==> src/rtl/core/fsla_pkg.sv <==
// Shared types and constants for the fixed-slot free-list allocator.
`timescale 1ns / 1ps
`default_nettype none

package fsla_pkg;

    // Fixed field widths
    localparam int CNT_W   = 11;  // max_entries, allocated_count, slot index quotient
    localparam int ESIZE_W = 13;  // entry_size
    localparam int STAT_W  = 2;
    localparam int CFG_IDX_W = 1;
    localparam int CFG_DATA_W = 13;

    // Request codes
    localparam logic OP_ALLOC = 1'b0;
    localparam logic OP_FREE  = 1'b1;

    // Register indexes
    localparam logic [CFG_IDX_W-1:0] CFG_MAX_ENTRIES = 1'b0;
    localparam logic [CFG_IDX_W-1:0] CFG_ENTRY_SIZE  = 1'b1;

    // Reset values of the registers
    localparam logic [CNT_W-1:0]   MAX_ENTRIES_RST = 11'd1024;
    localparam logic [ESIZE_W-1:0] ENTRY_SIZE_RST  = 13'd16;

    typedef enum logic [STAT_W-1:0] {
        STAT_DONE  = 2'd0,
        STAT_FULL  = 2'd1,
        STAT_RANGE = 2'd2
    } status_t;

    typedef enum logic [2:0] {
        ST_IDLE,
        ST_CALC,
        ST_EVAL,
        ST_DIV,
        ST_FINISH
    } state_t;

    // Request from the controller to the divider
    typedef struct packed {
        logic               start;
        logic [ESIZE_W-1:0] divisor;
    } div_req_t;

endpackage

`default_nettype wire

==> src/rtl/core/fsla_div.sv <==
// Restoring divider producing an 11-bit quotient, one quotient bit per cycle.
`timescale 1ns / 1ps
`default_nettype none

module fsla_div
    import fsla_pkg::*;
#(
    parameter int OFFSET_BITS = 22
) (
    input  wire logic                   clk,
    input  wire logic                   rst_n,
    input  wire div_req_t               req,
    input  wire logic [OFFSET_BITS-1:0] dividend,
    output logic                        done,
    output logic      [CNT_W-1:0]       quotient
);

    // Caller guarantees dividend < divisor * 2**CNT_W
    localparam int DW_W = OFFSET_BITS + ESIZE_W + CNT_W;
    localparam int SW   = $clog2(CNT_W);

    logic [OFFSET_BITS-1:0] rem_reg, rem_next;
    logic [ESIZE_W-1:0]     dsr_reg, dsr_next;
    logic [CNT_W-1:0]       quot_reg, quot_next;
    logic [SW-1:0]          step_reg, step_next;
    logic                   busy_reg, busy_next;
    logic                   done_reg, done_next;
    logic [DW_W-1:0]        shifted;
    logic [DW_W-1:0]        rem_ext;

    always_comb
    begin
        shifted   = DW_W'(dsr_reg) << step_reg;
        rem_ext   = DW_W'(rem_reg);
        rem_next  = rem_reg;
        dsr_next  = dsr_reg;
        quot_next = quot_reg;
        step_next = step_reg;
        busy_next = busy_reg;
        done_next = 1'b0;
        if (req.start)
        begin
            rem_next  = dividend;
            dsr_next  = req.divisor;
            quot_next = '0;
            step_next = SW'(CNT_W - 1);
            busy_next = 1'b1;
        end
        else if (busy_reg)
        begin
            if (rem_ext >= shifted)
            begin
                rem_next  = rem_reg - shifted[OFFSET_BITS-1:0];
                quot_next = quot_reg | (CNT_W'(1) << step_reg);
            end
            if (step_reg == '0)
            begin
                busy_next = 1'b0;
                done_next = 1'b1;
            end
            else
            begin
                step_next = step_reg - 1'b1;
            end
        end
    end

    always_ff @(posedge clk or negedge rst_n)
    begin
        if (!rst_n)
        begin
            busy_reg <= 1'b0;
            done_reg <= 1'b0;
            step_reg <= '0;
        end
        else
        begin
            busy_reg <= busy_next;
            done_reg <= done_next;
            step_reg <= step_next;
        end
    end

    always_ff @(posedge clk)
    begin
        rem_reg  <= rem_next;
        dsr_reg  <= dsr_next;
        quot_reg <= quot_next;
    end

    assign done     = done_reg;
    assign quotient = quot_reg;

endmodule

`default_nettype wire

==> config.mk <==
export PLATFORM = sky130hd
export DESIGN_NAME = fsla_div
export DESIGN_NICKNAME = d
export VERILOG_FILES = /design/src/rtl/core/fsla_pkg.sv /design/src/rtl/core/fsla_div.sv
export SDC_FILE = /design/constraint.sdc
export NUM_CORES = 1
export LEC_CHECK = 0
export BUFFER_PORTS_ARGS = -buffer_cell sky130_fd_sc_hd__buf_2
export CAP_MARGIN = 0
export CORE_MARGIN = 3
export CORE_UTILIZATION = 45
export DETAILED_ROUTE_END_ITERATION = 7
export HOLD_SLACK_MARGIN = 0.06
export PLACE_DENSITY = 0.76
export SLEW_MARGIN = 20
export SYNTH_ARGS = -nofsm -noshare
export SYNTH_HDL_FRONTEND = slang
export SYNTH_SLANG_ARGS = --single-unit
==> constraint.sdc <==
create_clock -name clk -period 4 [get_ports clk]
set_input_delay 0.2 -clock clk [delete_from_list [all_inputs] [get_ports clk]]
set_output_delay 0.2 -clock clk [all_outputs]
set_load 0.01 [all_outputs]
Yosys cells after proc, flatten, opt, wreduce, memory -nomap -nowiden

Cells that the tools add are included.

Add/subtract/negate cells: 2
$mul: 0
Divide/modulo/power cells: 0
Magnitude comparators: 1
Equal/unequal tests: 1
Shifts and indexed selects: 2
Multiplexer cells: 12
Bitwise operators: 1
Reductions and logical operators: 6

Operators by type and width:

| kind                                                               | number |
|---|---|
| 22-bit 2-to-1 mux                                                  | 3 |
| 22-bit by 46-bit >= comparator with 1-bit output                   | 1 |
| 13-bit by 4-bit << shifter with 46-bit output                      | 1 |
| 22-bit subtractor                                                  | 1 |
| 4-bit 2-to-1 mux                                                   | 3 |
| 11-bit bitwise OR                                                  | 1 |
| 1-bit by 4-bit << shifter with 11-bit output, first input constant | 1 |
| 1-bit 2-to-1 mux                                                   | 6 |
| 2-bit AND reduction                                                | 3 |
| 4-bit zero test                                                    | 1 |
| 2-bit nonzero test                                                 | 2 |
| 4-bit by 1-bit subtractor with 4-bit output, second input constant | 1 |
| 2-bit inequality test, second input constant                       | 1 |

Bits in registers: 52
Latch bits: 0
Bits in writable memories: 0
ROM bits: 0
Bits of input ports: 38
Output and inout port bits: 12
Word-level logic and storage cells: 31
Memories: 0

Depth between registers and ports, before layout

Word-level depth: 5
Depth in mapped cells: 16

Worst setup path before layout

Ideal clock, no wire load.

Kind: register to register
Start: register step_reg[1]
End: register rem_reg[0], enable pin
Library setup time: 347 ps
Data arrival time: 3,533 ps
Slack: 119 ps
Stages on the path, launching flop included: 14
Path buffers: 2
Path through: dfrtp_1 > buf_1 > clkbuf_1 > mux4_2 > mux2i_1 > or2_2 > ha_1 > a21o_1 > a21oi_1 > nand3_1 > a221oi_2 > nand2_1 > a21bo_1 > a31o_1

Cells in the longest elaborated chain, start to end: 4

RTL lines:

| item                                             | line           | source |
|---|---|---|
| start: declaration                               | fsla_div.sv:25 | `logic [SW-1:0] step_reg, step_next;` |
| start signal: assignment                         | fsla_div.sv:80 | `step_reg <= step_next;` |
| 13-bit by 4-bit << shifter with 46-bit output    | fsla_div.sv:33 | `shifted = DW_W'(dsr_reg) << step_reg;` |
| 22-bit by 46-bit >= comparator with 1-bit output | fsla_div.sv:51 | `if (rem_ext >= shifted)` |
| 2-bit nonzero test (no source line)              | n/a            |  |
| 2-bit AND reduction (no source line)             | n/a            |  |
| end signal: assignment                           | fsla_div.sv:86 | `rem_reg <= rem_next;` |
| end: declaration                                 | fsla_div.sv:22 | `logic [OFFSET_BITS-1:0] rem_reg, rem_next;` |

No other way between the ends.
A chain may end at the register's enable or synchronous reset.

Worst setup path after layout

Start: register step_reg[1]
End: register rem_reg[19] (data pin)

Cells in the longest elaborated chain, start to end: 5

RTL lines:

| item                                          | line           | source |
|---|---|---|
| 13-bit by 4-bit << shifter with 46-bit output | fsla_div.sv:33 |  |
| 22-bit subtractor                             | fsla_div.sv:53 | `rem_next = rem_reg - shifted[OFFSET_BITS-1:0];` |
| 22-bit 2-to-1 mux                             | fsla_div.sv:51 |  |
| 22-bit 2-to-1 mux                             | fsla_div.sv:49 | `else if (busy_reg)` |
| 22-bit 2-to-1 mux                             | fsla_div.sv:41 | `if (req.start)` |
| via rem_next[19]                              | fsla_div.sv:22 |  |

The timed path passes the listed nets, and every way through them passes these cells. The select of a mux whose other input is x is not followed.

==> metrics.yaml <==
yosys:
  yosysWarnings: 0
  synthArstFlopShare_pct: 11.54
  ys.flop_type: "edfxtp_1"
  yosysUniqueCellTypes: 52
  syn-instance-count: 412
  syn_area_um2: 3809
  synth.yosys.seq_area_share_pct: 37.32
  synth_edf_count: 35
  syn_nets: 478
  syn_area_per_cell_um2: 9.244
  ys_ff_latch: 52
worst_hold_path:
  worstHoldPathType: "input pin to register"
  min_from: "dividend[20]"
timing:
  slew_headroom_pct: 43.54
  tightest_slew_ps: 846.9
  grt_setup_unrepaired: "false"
  fin_setup_tns_ps: 0
  finalSetupViolations: 0
  max_freq_mhz: 270.1
  fin_skew_ps: 14.67
  maxSlewViolCount: 0
  period_needed_ps: 3702
  postLayoutSetupSlackWorst_ps: 297.9
  hold_viol: 0
  timing.final.crit_share_pct: 92.55
clocking:
  tritoncts: "yes"
  clkTransAtPathRegs_ps: 120
  cts_buffers: 5
  h-tree-depth: 2
  clock-sinks: 52
  cts_buffer_depth: 2
  worstSkewPairLatency_ps: 330
  root_buffer: "clkbuf_8"
detailed_routing:
  wl_um: 9449
  wl_met3_um: 488
  vias: 3317
  wl_per_cell_um: 16.35
  wl_met1_um: 4398
  route.met2.wl_um: 4411
  drtPass1Iterations: 5
  drc: 0
  top_layer: "met4"
  drt_iter0_drc: 169
  vias_per_cell: 5.739
  ant_nets: 0
outcome:
  status: "finished clean"
worst_setup_path:
  endpoint_kind: "register"
  critPathArrivalTime_ps: 3800
  startpoint_type: "register"
  rrSetupSlack_ps: 300
  critical_path_class: "register to register"
  cp.required_ps: 4100
  crit_start: "step_reg[1]"
  critical_path.max_fanout: 12
  worstReg2RegStart: "step_reg[1]"
die:
  die_width_um: 98
  pin_count: 50
  fp.dieH_um: 98
  dieArea_um2: 9604
  core-area_um2: 7968
  initial_utilization_pct: 47.80
  placementRows: 32
finish:
  antenna_cells: 0
  syn2layout_area_growth_pct: 16.59
  largest_reg_flops: 22
  fin_nets: 541
  fill_cells: 734
  drive_gt1_share_pct: 19.54
global_routing:
  grt_pass1_wl_um: 15620
  grt_pass1_vias: 3241
  grt_max_degree: 60
  grt.total_usage_pct: 19.77
  overflow: 0
  antenna_found_initial: 0
run:
  drv_cap: 0
place:
  place_ws_ps: 202.5
  port_buffers: 49
  place.gp.congestion: 0.9227
  dpl.hpwl_um: 6975
## cell families after synthesis
logic type,count (synthesis),synth area share [%]
buf+inv,32,3.220
xor+xnor,18,4.139
compound gates,128,21.85
fa+ha+maj,28,9.395
simple gates,131,15.83
mux,23,8.246
flops,52,37.32
## layout by cell type (no fill, tap or decap), drive strengths merged, types with 9 or more instances in the layout
master / n
a21o: 9
a21oi: 25
buf: 62
dfxtp: 11
dlygate4sd3: 14
edfxtp: 35
ha: 27
inv: 15
mux2i: 10
nand2: 60
nand3: 10
nor2: 23
o21ai: 42
o2bb2ai: 11
xnor2: 11
## Yosys cell counts, types with 7 or more instances
library cell	instances	area, µm²
a21o_1	9	67.56
xor2_1	7	61.31
xnor2_1	11	96.34
ha_1	27	337.8
mux2_2	7	78.83
clkbuf_1	16	60.06
inv_1	12	45.04
o21ai_0	31	155.2
o21ai_1	11	55.05
edfxtp_1	35	1051
nor2_1	23	86.33
mux2i_1	10	100.1
dfxtp_1	11	220.2
o21a_1	7	52.55
nand2_1	60	225.2
a21oi_1	25	125.1
o2bb2ai_1	11	96.34
a22oi_1	7	52.55
nand3_1	10	50.05
## stage by stage
step,hold slack (ps),util (%),cell area (µm²),std cells
3_5_place_dp,33.24,52.73,4202,556
5_1_grt,158.6,55.73,4441,578
4_1_cts,146.5,55.72,4439,578
3_3_place_gp,39.97,52.73,4202,556
6_report,144.8,55.73,4441,578
2_1_floorplan,-95.59,-,3809,412
## timing repair
| item | 4_1_cts | 5_1_grt |
|---|---|---|
| hold buffers | 14 | 0 |
| setup buffers | 0 | 0 |
| endpoints found under the setup margin | 0 | 32 |
| endpoints found under the hold margin | 19 | 0 |
| resized for setup | 0 | 2 |
## worst paths after layout
kind	to	cells after the start
setup / recovery	rem_reg[19]	14
hold / removal	rem_reg[20]	3
setup reg to reg	rem_reg[19]	14
hold reg to reg	quotient[9]	1
max in group asynchronous	step_reg[0]	2
min in group asynchronous	step_reg[2]	2
## layer usage
metal | vias to the layer above | global-route usage (%)
li1 | 1651 | -
met1 | 1562 | 26.87
met2 | 91 | 33.04
met3 | 13 | 3.143
met4 | 0 | 4.899
met5 | - | 0
## cell type report
class	count	area, µm²	share of cell area [%]
multi-input cells	328	2265	51.00
flip-flops and latches	52	1423	32.04
repair buffers	76	483.0	10.88
well taps	102	127.6	2.874
clock buffers	5	68.82	1.550
inverters	12	45.04	1.014
clock inverters	3	28.78	0.6481
## worst max-delay path, cell delays in order, from the launching register on
cell       delay, ps
dfrtp_1          430
buf_4            200
nor2b_1          120
a211oi_1          50
a21oi_1          230
mux2i_1          180
or2_2            340
ha_1             350
a21oi_1          290
o211ai_1         240
o2111ai_1        230
o21a_1           180
a21oi_1           90
or3_1            350
a31o_1           220
Power is left out: the tool's default activity adds up to more than one toggle a clock period on the data nets, which glitch-free logic cannot reach.
