===== src/rtl/core/fsla_pkg.sv =====
// Shared types and constants for the fixed-slot free-list allocator.
`timescale 1ns / 1ps
`default_nettype none

package fsla_pkg;

    // Fixed field widths
    localparam int CNT_W   = 11;  // max_entries, allocated_count, slot index quotient
    localparam int ESIZE_W = 13;  // entry_size
    localparam int STAT_W  = 2;
    localparam int CFG_IDX_W = 1;
    localparam int CFG_DATA_W = 13;

    // Request codes
    localparam logic OP_ALLOC = 1'b0;
    localparam logic OP_FREE  = 1'b1;

    // Register indexes
    localparam logic [CFG_IDX_W-1:0] CFG_MAX_ENTRIES = 1'b0;
    localparam logic [CFG_IDX_W-1:0] CFG_ENTRY_SIZE  = 1'b1;

    // Reset values of the registers
    localparam logic [CNT_W-1:0]   MAX_ENTRIES_RST = 11'd1024;
    localparam logic [ESIZE_W-1:0] ENTRY_SIZE_RST  = 13'd16;

    typedef enum logic [STAT_W-1:0] {
        STAT_DONE  = 2'd0,
        STAT_FULL  = 2'd1,
        STAT_RANGE = 2'd2
    } status_t;

    typedef enum logic [2:0] {
        ST_IDLE,
        ST_CALC,
        ST_EVAL,
        ST_DIV,
        ST_FINISH
    } state_t;

    // Request from the controller to the divider
    typedef struct packed {
        logic               start;
        logic [ESIZE_W-1:0] divisor;
    } div_req_t;

endpackage

`default_nettype wire


===== src/rtl/core/fsla_ctrl.sv =====
// Request sequencer: list head, watermark, count, and the result register.
`timescale 1ns / 1ps
`default_nettype none

module fsla_ctrl
    import fsla_pkg::*;
#(
    parameter int SLOT_LIMIT  = 1024,
    parameter int OFFSET_BITS = 22,
    parameter int IDX_W       = 11,
    parameter int AW          = 10
) (
    input  wire logic                   clk,
    input  wire logic                   rst_n,
    input  wire logic                   in_valid,
    output logic                        in_stall,
    input  wire logic                   operation,
    input  wire logic [OFFSET_BITS-1:0] offset,
    output logic                        out_valid,
    input  wire logic                   out_stall,
    output logic      [STAT_W-1:0]      status,
    output logic      [OFFSET_BITS-1:0] slot_offset,
    output logic      [CNT_W-1:0]       allocated_count,
    input  wire logic [CNT_W-1:0]       max_entries,
    input  wire logic [ESIZE_W-1:0]     entry_size,
    output logic                        ram_we,
    output logic      [AW-1:0]          ram_waddr,
    output logic      [IDX_W-1:0]       ram_wdata,
    output logic                        ram_re,
    output logic      [AW-1:0]          ram_raddr,
    input  wire logic [IDX_W-1:0]       ram_rdata,
    output div_req_t                    div_req,
    output logic      [OFFSET_BITS-1:0] div_dividend,
    input  wire logic                   div_done,
    input  wire logic [CNT_W-1:0]       div_quot
);

    localparam int MA_W  = (IDX_W > CNT_W) ? IDX_W : CNT_W;
    localparam int PW    = MA_W + ESIZE_W;
    localparam int CMP_W = (PW > OFFSET_BITS) ? PW : OFFSET_BITS;

    state_t                 state_reg, state_next;
    logic                   op_reg, op_next;
    logic [OFFSET_BITS-1:0] off_reg, off_next;
    logic [PW-1:0]          prod_reg, prod_next;
    logic [IDX_W-1:0]       ff_reg, ff_next;
    logic [IDX_W-1:0]       cm_reg, cm_next;
    logic [CNT_W-1:0]       used_reg, used_next;
    status_t                res_stat_reg, res_stat_next;
    logic [OFFSET_BITS-1:0] res_slot_reg, res_slot_next;
    logic                   out_valid_reg, out_valid_next;
    status_t                out_stat_reg, out_stat_next;
    logic [OFFSET_BITS-1:0] out_slot_reg, out_slot_next;
    logic [CNT_W-1:0]       out_cnt_reg, out_cnt_next;

    logic [CNT_W-1:0]       lim;
    logic [MA_W-1:0]        mul_a;
    logic [CMP_W-1:0]       prod_ext;
    logic [CMP_W-1:0]       off_ext;
    logic [IDX_W-1:0]       cm_inc;
    logic [CNT_W+IDX_W-1:0] quot_ext;
    logic [IDX_W-1:0]       idx;

    always_comb
    begin
        lim      = (32'(max_entries) > SLOT_LIMIT) ? CNT_W'(SLOT_LIMIT) : max_entries;
        mul_a    = (op_reg == OP_FREE) ? MA_W'(lim) : MA_W'(ff_reg);
        prod_ext = CMP_W'(prod_reg);
        off_ext  = CMP_W'(off_reg);
        cm_inc   = (32'(cm_reg) < SLOT_LIMIT) ? cm_reg + 1'b1 : cm_reg;
        quot_ext = {{IDX_W{1'b0}}, div_quot};
        idx      = quot_ext[IDX_W-1:0];

        state_next     = state_reg;
        op_next        = op_reg;
        off_next       = off_reg;
        prod_next      = prod_reg;
        ff_next        = ff_reg;
        cm_next        = cm_reg;
        used_next      = used_reg;
        res_stat_next  = res_stat_reg;
        res_slot_next  = res_slot_reg;
        out_valid_next = out_valid_reg;
        out_stat_next  = out_stat_reg;
        out_slot_next  = out_slot_reg;
        out_cnt_next   = out_cnt_reg;

        in_stall       = (state_reg != ST_IDLE);
        ram_we         = 1'b0;
        ram_waddr      = idx[AW-1:0];
        ram_wdata      = ff_reg;
        ram_re         = 1'b0;
        ram_raddr      = ff_reg[AW-1:0];
        div_req.start   = 1'b0;
        div_req.divisor = entry_size;
        div_dividend    = off_reg;

        // Drop the result once taken
        if (out_valid_reg && !out_stall)
        begin
            out_valid_next = 1'b0;
        end

        case (state_reg)
            ST_IDLE:
            begin
                if (in_valid)
                begin
                    op_next    = operation;
                    off_next   = offset;
                    state_next = ST_CALC;
                end
            end
            ST_CALC:
            begin
                prod_next  = mul_a * entry_size;
                ram_re     = (op_reg == OP_ALLOC);
                state_next = ST_EVAL;
            end
            ST_EVAL:
            begin
                res_slot_next = '0;
                res_stat_next = STAT_DONE;
                state_next    = ST_FINISH;
                if (op_reg == OP_ALLOC)
                begin
                    if (used_reg >= lim)
                    begin
                        res_stat_next = STAT_FULL;
                    end
                    else
                    begin
                        res_slot_next = prod_ext[OFFSET_BITS-1:0];
                        used_next     = used_reg + 1'b1;
                        if (ff_reg == cm_reg)
                        begin
                            cm_next = cm_inc;
                            ff_next = cm_inc;
                        end
                        else
                        begin
                            ff_next = (32'(ff_reg) < SLOT_LIMIT) ? ram_rdata : '0;
                        end
                    end
                end
                else
                begin
                    if ((entry_size == '0) || (off_ext >= prod_ext))
                    begin
                        res_stat_next = STAT_RANGE;
                    end
                    else
                    begin
                        div_req.start = 1'b1;
                        state_next    = ST_DIV;
                    end
                end
            end
            ST_DIV:
            begin
                if (div_done)
                begin
                    ram_we     = 1'b1;
                    ff_next    = idx;
                    used_next  = (used_reg != '0) ? used_reg - 1'b1 : used_reg;
                    state_next = ST_FINISH;
                end
            end
            ST_FINISH:
            begin
                if (!out_valid_reg || !out_stall)
                begin
                    out_valid_next = 1'b1;
                    out_stat_next  = res_stat_reg;
                    out_slot_next  = res_slot_reg;
                    out_cnt_next   = used_reg;
                    state_next     = ST_IDLE;
                end
            end
            default:
            begin
                state_next = ST_IDLE;
            end
        endcase
    end

    always_ff @(posedge clk or negedge rst_n)
    begin
        if (!rst_n)
        begin
            state_reg     <= ST_IDLE;
            ff_reg        <= '0;
            cm_reg        <= '0;
            used_reg      <= '0;
            out_valid_reg <= 1'b0;
        end
        else
        begin
            state_reg     <= state_next;
            ff_reg        <= ff_next;
            cm_reg        <= cm_next;
            used_reg      <= used_next;
            out_valid_reg <= out_valid_next;
        end
    end

    always_ff @(posedge clk)
    begin
        op_reg       <= op_next;
        off_reg      <= off_next;
        prod_reg     <= prod_next;
        res_stat_reg <= res_stat_next;
        res_slot_reg <= res_slot_next;
        out_stat_reg <= out_stat_next;
        out_slot_reg <= out_slot_next;
        out_cnt_reg  <= out_cnt_next;
    end

    assign out_valid       = out_valid_reg;
    assign status          = out_stat_reg;
    assign slot_offset     = out_slot_reg;
    assign allocated_count = out_cnt_reg;

endmodule

`default_nettype wire


===== config.mk =====
export PLATFORM = sky130hd
export DESIGN_NAME = fsla_ctrl
export DESIGN_NICKNAME = d
export VERILOG_FILES = /design/src/rtl/core/fsla_pkg.sv /design/src/rtl/core/fsla_ctrl.sv
export SDC_FILE = /design/constraint.sdc
export NUM_CORES = 1
export LEC_CHECK = 0
export ABC_AREA = 1
export BUFFER_PORTS_ARGS = -buffer_cell sky130_fd_sc_hd__buf_2
export CAP_MARGIN = 25
export CORE_MARGIN = 2
export CORE_UTILIZATION = 60
export DETAILED_ROUTE_END_ITERATION = 8
export PLACE_DENSITY = 0.83
export SYNTH_ARGS = -nofsm -noshare
export SYNTH_HDL_FRONTEND = slang
export SYNTH_SLANG_ARGS = --single-unit

===== constraint.sdc =====
create_clock -name clk -period 13.1 [get_ports clk]
set_input_delay 3.93 -clock clk [delete_from_list [all_inputs] [get_ports clk]]
set_output_delay 3.93 -clock clk [all_outputs]
set_load 0.05 [all_outputs]

# Word-level counts from Yosys, hierarchy flattened
# Index checks and enable logic that the tools add are counted.
# word_totals
wordCells	84
inputBits	74
output_inout_bits	106
register_bits	143
# classes
mux	32
add_sub_neg	3
n_eq_ne	11
n_bitwise	2
n_mul	1
n_reduce_logical	17
order_cmp	5
# op_table
cell	n
2-to-1 mux 11 bit	12
one-hot mux 11 bit (2 select lines)	2
>= comparator 22 x 24 -> 1 bit	1
multiplier 11 x 13 -> 24 bit	1
adder 11 x 1 -> 11 bit, second input constant	2
less-than comparator 11 bit, second input constant	2
2-to-1 mux 3 bit	5
one-hot mux 3 bit (5 select lines)	1
zero test 13 bit	1
!= test 2 bit, second input constant	6
== test 11 bit	1
>= comparator 11 bit	1
> comparator 11 bit, second input constant	1
nonzero test 11 bit	1
subtractor 11 x 1 -> 11 bit, second input constant	1
2-to-1 mux 1 bit	10
AND reduction 4 bit	2
== test 3 x 2 -> 1 bit, second input constant	2
AND reduction 5 bit	1
2-to-1 mux 2 bit	2
AND reduction 2 bit	2
== test 3 x 1 -> 1 bit, second input constant	1
== test 3 bit, second input constant	1
zero test 3 bit	1
other kinds (8)	11

# Depth between registers and ports, before layout
# Gate-level depths: netlist of run 1.
# logic_depth
depth_word	6
depth_mapped	28
ltp_nobuf	28

# Least setup slack after synthesis of run 1
# No wires, ideal clock.
# synth_timing
path_kind	input to output
start	input entry_size[9]
end	output div_req[13] in the netlist's numbering
n_path_buf	1
arrival_ns	5.349
stages	9
required_ns	9.170
path_slack_ns	3.821
path_cell_list	clkbuf_1 nor2_1 nand3_1 nor2_1 nand2_1 nand2_1 nor2_2 nand4_1 nor2_1
# synth_lines
element	line_no	source
start, declared	fsla_ctrl.sv:25	input wire logic [ESIZE_W-1:0] entry_size,
end, declared	fsla_ctrl.sv:32	output div_req_t div_req,

==> results by group, run 1 <==
Clock network
  – Worst-case clock buffer depth: 2
  – CTS resizes: 0
  – CTS buffer count: 17
  – Register clock-pin slew on the reported worst setup and hold paths: 0.06 ns
  – Root Buffer: clkbuf_16
  – Post-CTS setup buffers: 0
  – Clk_lat worst skew: 0.43 ns
  – Clock sinks: 143
  – CTS H-Tree Depth: 4
  – CTS Hold Bufs: 0
  – CTS tree: built

Yosys
  – Yosys warning count: 0
  – EDFF count, synth: 106
  – Ys flop type: edfxtp_1
  – Distinct cells, synth: 45
  – Mapped Cells: 1327
  – Flops & latches, synth: 143
  – Seq/Total Area, Yosys: 33.9%
  – Synthesized cell area: 12100 sq um
  – Syn Nets: 1605
  – Ys async rst share: 25.9%
  – Syn Area/Cell: 9.13 sq um

Layout
  – Max reg flops: 24
  – Footprint of the multi-input gates: 6700 sq um
  – FF/Latch Area: 4110 sq um
  – Fillers: 1533
  – Most frequent cells in the layout: nand2_1 (252), inv_1 (229), buf_2 (179)
  – ANT cells: 0
  – Share of layout cells above drive strength 1: 18.8%
  – Fin nets: 1750
  – Most common cell after layout, fill and taps aside: nand2_1
  – Area added between synthesis and finish: 12.1%

Worst setup path
  – Nature of the critical path startpoint: primary input
  – Crit path capture type: output pin
  – CP Data Required Time: 9.17 ns
  – CP Max Fanout: 8
  – CP arrival: 5.70 ns
  – Critical path class: in2out
  – CP max stage cell: buf_2
  – CP Cell Sequence: buf_2 -> inv_1 -> nand2_1 -> nor2_1 -> nand2_1 -> nand2_1 -> nor2_2 -> nand4_1 -> nor2_1 -> buf_2
  – Crit path top cell by count: nand2_1
  – Critical path's largest stage delay: 0.31 ns

GRT
  – Global route total overflow: 0
  – Gr usage total: 26.7%
  – First-pass GRT wire length: 45.3 mm
  – Antenna violations before repair: 0
  – Vias in the first global route: 9155
  – Pin count of the biggest net entering global routing: 38

Drt
  – Antenna-violating nets left: 0
  – First drt pass iteration count: 5
  – Via-per-instance ratio: 5.44
  – Initial drt markers: 733
  – Wire length per cell: 16.1 um
  – Vias: 9514
  – # DRC: 0
  – Final wirelength: 28.2 mm

STA
  – Setup Skew: 0.0109 ns
  – Hold violation total from the final report: 0
  – RSZ-0062 raised after global routing: no
  – Slew Viols, Final: 0
  – TNS Setup: 0 ns
  – Final WS setup: 3.47 ns
  – Final Setup Violations: 0
  – Max Fclk: 104 MHz
  – Slew @ Worst Pin: 0.984 ns
  – Clock period minus worst slack: 9.63 ns
  – Final period util: 73.5%
  – Max-slew headroom: 34.4%

Placed design
  – Routability Congestion: 0.957
  – Port Buffer Count: 179
  – Dpl hpwl: 22.3 mm
  – Setup WS pre-CTS: 3.28 ns

Floorplanning
  – Full die area: 21300 sq um
  – Core area: 19700 sq um
  – Core Rows: 51
  – Die W: 146 um
  – I/O pins: 180
  – Initial Utilization: 61.6%
  – Die Y-Extent: 146 um

Run status
  – Outcome: finished, final reports clean

Run
  – Max_cap viols: 0

Min path
  – HP Class: reg2reg
## final timing paths
| path | start | to | slack [ns] | depth (start not counted) |
|---|---|---|---|---|
| min in group asynchronous | rst_n | used_reg[2]$_DFFE_PN0P_ | 3.62 | 1 |
| worst min register to register | res_slot_reg[3]$_SDFFCE_PN0N_ | slot_offset[3]$_DFFE_PP_ | 0.42 | 0 |
| worst max-delay path | entry_size[4] | div_req[13] | 3.47 | 10 |
| worst min-delay path | res_slot_reg[3]$_SDFFCE_PN0N_ | slot_offset[3]$_DFFE_PP_ | 0.42 | 0 |
| worst max register to register | op_reg$_DFFE_PP_ | prod_ext[14]$_DFFE_PN_ | 6.72 | 20 |
| max in group asynchronous | rst_n | ram_wdata[1]$_DFFE_PN0P_ | 8.90 | 1 |
## layer usage
layer	vias to the layer above	share of wire, %	track usage, %
met3	57	7.2	3.44
li1	4474	-	-
met2	403	49	43.9
met5	-	0	0
met1	4580	42	36.8
met4	0	2.2	9.51
## layout make-up
class / instances / area share (%)
flip-flops and latches: 143 / 30.3
multi-input cells: 887 / 49.3
clock inverters: 15 / 1.24
repair buffers: 183 / 6.91
inverters: 240 / 6.67
clock buffers: 17 / 3.13
well taps: 265 / 2.44
## synthesized netlist by cell type, types with 3 or more instances
library cell / number / area (sq um)
ha_1: 105 / 1310
nor2_2: 8 / 50.1
buf_2: 10 / 50.1
nand4_1: 15 / 93.8
xor2_1: 31 / 272
nand3_1: 66 / 330
edfxtp_1: 106 / 3180
a21o_1: 7 / 52.6
dfrtp_1: 37 / 926
buf_4: 37 / 278
xnor2_1: 18 / 158
o21ai_2: 12 / 105
o21ai_1: 16 / 80.1
o21ai_0: 19 / 95.1
nor4_1: 7 / 43.8
nor2_1: 136 / 510
nor2_4: 10 / 113
clkbuf_1: 3 / 11.3
inv_2: 8 / 30.0
inv_1: 229 / 860
nand2_1: 252 / 946
or2_2: 9 / 56.3
nor3_1: 10 / 50.1
o21bai_1: 8 / 60.1
nand2_2: 5 / 31.3
a21oi_1: 37 / 185
buf_6: 3 / 33.8
fa_1: 99 / 1980
## worst max-delay path, delay by kind of cell
family / cells / cell delay (ns)
buffers and inverters: 3 / 0.77
and+or+nand+nor: 7 / 0.99
## kinds of logic (layout without fill, tap and decap cells)
group | count (synthesis) | in the layout | synth area share [%]
and+or+nand+nor | 527 | 527 | 19.1
buffers and inverters | 297 | 455 | 10.9
adders and majority gates | 204 | 204 | 27.2
DFF | 143 | 143 | 33.9
AOI/OAI and AO/OA | 106 | 106 | 5.23
xor gates and xnor gates | 50 | 50 | 3.68
## metrics by stage
stage	std cells	cell area [sq um]	hold slack (ns)	utilization [%]
floorplan	1327	12100	0.400	-
global placement	1717	13000	0.400	65.9
detailed placement	1717	13000	0.405	65.9
CTS	1749	13600	0.418	69.0
global route	1750	13600	0.424	69.1
finish	1750	13600	0.417	69.1
Power of run 1 is not shown: default switching activity piles up to over one toggle a cycle in this logic, so the estimate is an artifact.
==> run 2, diff against run 1 <==
- ABC_AREA: 1 -> 0
- CORE_UTILIZATION: 60 -> 59
- PLACE_DENSITY: 0.83 -> 0.82
- clock period: 13.1 -> 9.1 ns (I/O delays scaled with it)
==> run 2 against run 1 <==
  * Core utilization decreased by 0.49 points
  * First-iteration DRC count down 19%
  * Non-clock buffer count increased by 11
  * Design area down 1.0%
  * Register-to-register slack got worse by 3.9 ns
  * Setup slack worse by 2.8 ns
  * Sequential cell count unchanged
  * Via count down 9.1%
  * Die area decreased by 0.38%
  * Final cell count fell by 12%
  * Critical endpoint is now prod_ext[21]$_DFFE_PN_
  * Largest cell class unchanged
  * Highest routed layer unchanged
==> results by group, run 2 <==
Layout
  – Area added between synthesis and finish: 13.2%
  – Fin nets: 1539 (-12%)
  – Max reg flops: 24 (unchanged)
  – Most common cell after layout, fill and taps aside: buf_2
  – Share of layout cells above drive strength 1: 19.8% (+0.99 points)
  – Fillers: 1411 (-8.0%)
  – Most frequent cells in the layout: buf_2 (179), inv_1 (165), edfxtp_1 (106)

Yosys
  – Ys flop type: edfxtp_1
  – Flops & latches, synth: 143 (unchanged)
  – Seq/Total Area, Yosys: 34.6% (+0.71 points)
  – Synthesized cell area: 11900 sq um (-2.0%)
  – Syn Area/Cell: 10.5 sq um (+15%)
  – Top cells by area, synth: edfxtp_1 (27%), fa_1 (17%), ha_1 (11%)
  – Yosys top cell area share: 26.8% (+0.55 points)
  – Yosys top cell by area: edfxtp_1
  – Yosys warning count: 0 (unchanged)
  – Syn Nets: 1404 (-13%)
  – Mapped Cells: 1126 (-15%)
  – Distinct cells, synth: 68 (+51%)
  – Synth cell count leaders: inv_1 (165), edfxtp_1 (106), ha_1 (105), fa_1 (99), nand2_1 (98)
  – Ys async rst share: 25.9% (unchanged)
  – EDFF count, synth: 106 (unchanged)
  – Count leader, synth: inv_1

Clock network
  – Register clock-pin slew on the reported worst setup and hold paths: 0.06 ns (about the same)
  – Clock sinks: 143 (unchanged)
  – CTS H-Tree Depth: 4 (unchanged)
  – Post-CTS setup buffers: 0 (unchanged)
  – CTS resizes: 0 (unchanged)
  – CTS buffer count: 17 (unchanged)
  – CTS tree: built
  – Clk_lat worst skew: 0.44 ns (about the same)
  – Root Buffer: clkbuf_16
  – CTS Hold Bufs: 0 (unchanged)
  – Worst-case clock buffer depth: 2 (unchanged)

STA
  – Slew Viols, Final: 0 (unchanged)
  – Final Setup Violations: 0 (unchanged)
  – TNS Setup: 0 ns (unchanged)
  – Hold violation total from the final report: 0 (unchanged)
  – Clock period minus worst slack: 8.40 ns
  – Final period util: 92.3%
  – Max Fclk: 119 MHz
  – Setup Skew: 0.0138 ns (+0.00294 ns)
  – Max-slew headroom: 37.6% (+3.3 points)
  – RSZ-0062 raised after global routing: no
  – Slew @ Worst Pin: 0.934 ns (-0.0491 ns)

Drt
  – # DRC: 0 (unchanged)
  – Antenna-violating nets left: 0 (unchanged)
  – Wire length per cell: 17.4 um (+7.9%)
  – Initial drt markers: 591 (-19%)
  – Final wirelength: 26.7 mm (-5.0%)
  – Via-per-instance ratio: 5.61 (+3.2%)
  – Vias: 8644 (-9.1%)
  – First drt pass iteration count: 5 (unchanged)

Worst setup path
  – CP Data Required Time: 9.28 ns (+0.11 ns)
  – Critical path class: in2reg
  – CP Max Fanout: 11 (+3)
  – Crit path capture type: flip-flop
  – CP arrival: 8.57 ns (+2.87 ns)
  – Nature of the critical path startpoint: primary input

Run
  – Max_cap viols: 0 (unchanged)

Floorplanning
  – Full die area: 21300 sq um (-0.38%)
  – Die Y-Extent: 146 um (-0.19%)
  – Initial Utilization: 60.6% (-1.1 points)
  – I/O pins: 180 (unchanged)
  – Core Rows: 51 (unchanged)
  – Core area: 19600 sq um (-0.32%)
  – Die W: 146 um (-0.19%)

Run status
  – Outcome: finished, final reports clean

GRT
  – Gr usage total: 25.7% (-1.0 points)
  – Pin count of the biggest net entering global routing: 38 (unchanged)
  – Antenna violations before repair: 1 (+1)
  – Vias in the first global route: 8844 (-3.4%)
  – Global route total overflow: 0 (unchanged)
  – First-pass GRT wire length: 43.4 mm (-4.1%)

Placed design
  – Routability Congestion: 0.901 (-5.9%)
  – Dpl hpwl: 20.3 mm (-8.8%)
  – Port Buffer Count: 179 (unchanged)

Min path
  – HP Class: reg2reg
-- run 2: cell count changes in the layout (fill, tap and decap cells not counted), moves of 12 or more --
cell	before	now
nor2b_1	0	30
o211ai_1	0	21
nand4_1	15	3
nand2b_1	0	12
inv_1	229	165
and2_1	2	76
nand3_1	66	12
nor2_1	135	27
nand2_1	252	98
nand3b_1	0	12
o21ai_1	16	4
-- run 2: critical path, stage by stage --
cell	delay (ns)
buf_2	0.12
inv_1	0.24
nand2_1	0.13
mux2i_1	0.48
nand2_1	0.14
fa_1	0.47
fa_1	0.54
inv_1	0.05
fa_1	0.50
fa_1	0.54
inv_1	0.05
fa_1	0.52
inv_1	0.04
ha_1	0.35
a2111o_1	0.43
o21ai_1	0.23
o21ai_1	0.20
a41oi_2	0.35
nor4_1	0.07
or3_1	0.37
-- run 2: metrics by stage --
step	setup WS [ns]	cells	hold slack, ns	utilization (%)	area (sq um)
6_report	0.701	1540	0.416	68.6	13400
4_1_cts	0.768	1539	0.419	68.6	13400
3_5_place_dp	0.336	1507	0.405	65.5	12800
3_3_place_gp	0.436	1506	0.401	65.3	12800
2_1_floorplan	0.588	1126	0.400	-	11900
5_1_grt	0.304	1540	0.422	68.6	13400
-- run 2: path summary, 6_finish.rpt --
check	start	to	cells past startpoint	slack, ns
worst max-delay path	max_entries[10]	prod_ext[21]$_DFFE_PN_	20	0.70
min in group asynchronous	rst_n	used_reg[5]$_DFFE_PN0P_	1	2.44
worst min register to register	res_slot_reg[5]$_SDFFCE_PN0N_	slot_offset[5]$_DFFE_PP_	0	0.42
max in group asynchronous	rst_n	ram_wdata[8]$_DFFE_PN0P_	1	6.08
worst max register to register	op_reg$_DFFE_PP_	prod_ext[21]$_DFFE_PN_	18	2.78
worst min-delay path	res_slot_reg[5]$_SDFFCE_PN0N_	slot_offset[5]$_DFFE_PP_	0	0.42
-- run 2: cell type report --
cell class              instances  area, sq um  share of cell area, %
diodes                          1         2.50                 0.0186
clock buffers                  22          444                   3.31
clock inverters                10          164                   1.22
inverters                     165          619                   4.61
multi-input cells             740         6740                   50.1
flip-flops and latches        143         4110                   30.6
well taps                     265          332                   2.47
repair buffers                194         1030                   7.66
-- run 2: kinds of logic (layout without fill, tap and decap cells) --
group                      after synthesis  in the layout  share of synthesized area (%)
and+or+nand+nor                        322            322                           14.6
buffers and inverters                  243            391                           8.75
adders and majority gates              204            204                           27.8
DFF                                    143            143                           34.6
AOI/OAI and AO/OA                      140            140                           8.24
xor gates and xnor gates                54             54                           3.99
muxes                                   20             20                           1.97
other                                    0              1                              0
-- run 2: per-layer routing --
metal / vias to the layer above / global-route usage [%] / wire, um
met3: 62 / 4.86 / 1570
met1: 4296 / 31.1 / 10500
met4: 0 / 11.1 / 866
met2: 316 / 44.9 / 13800
met5: - / 0 / 0
li1: 3970 / - / -
Power of run 2 is left out for the same reason.
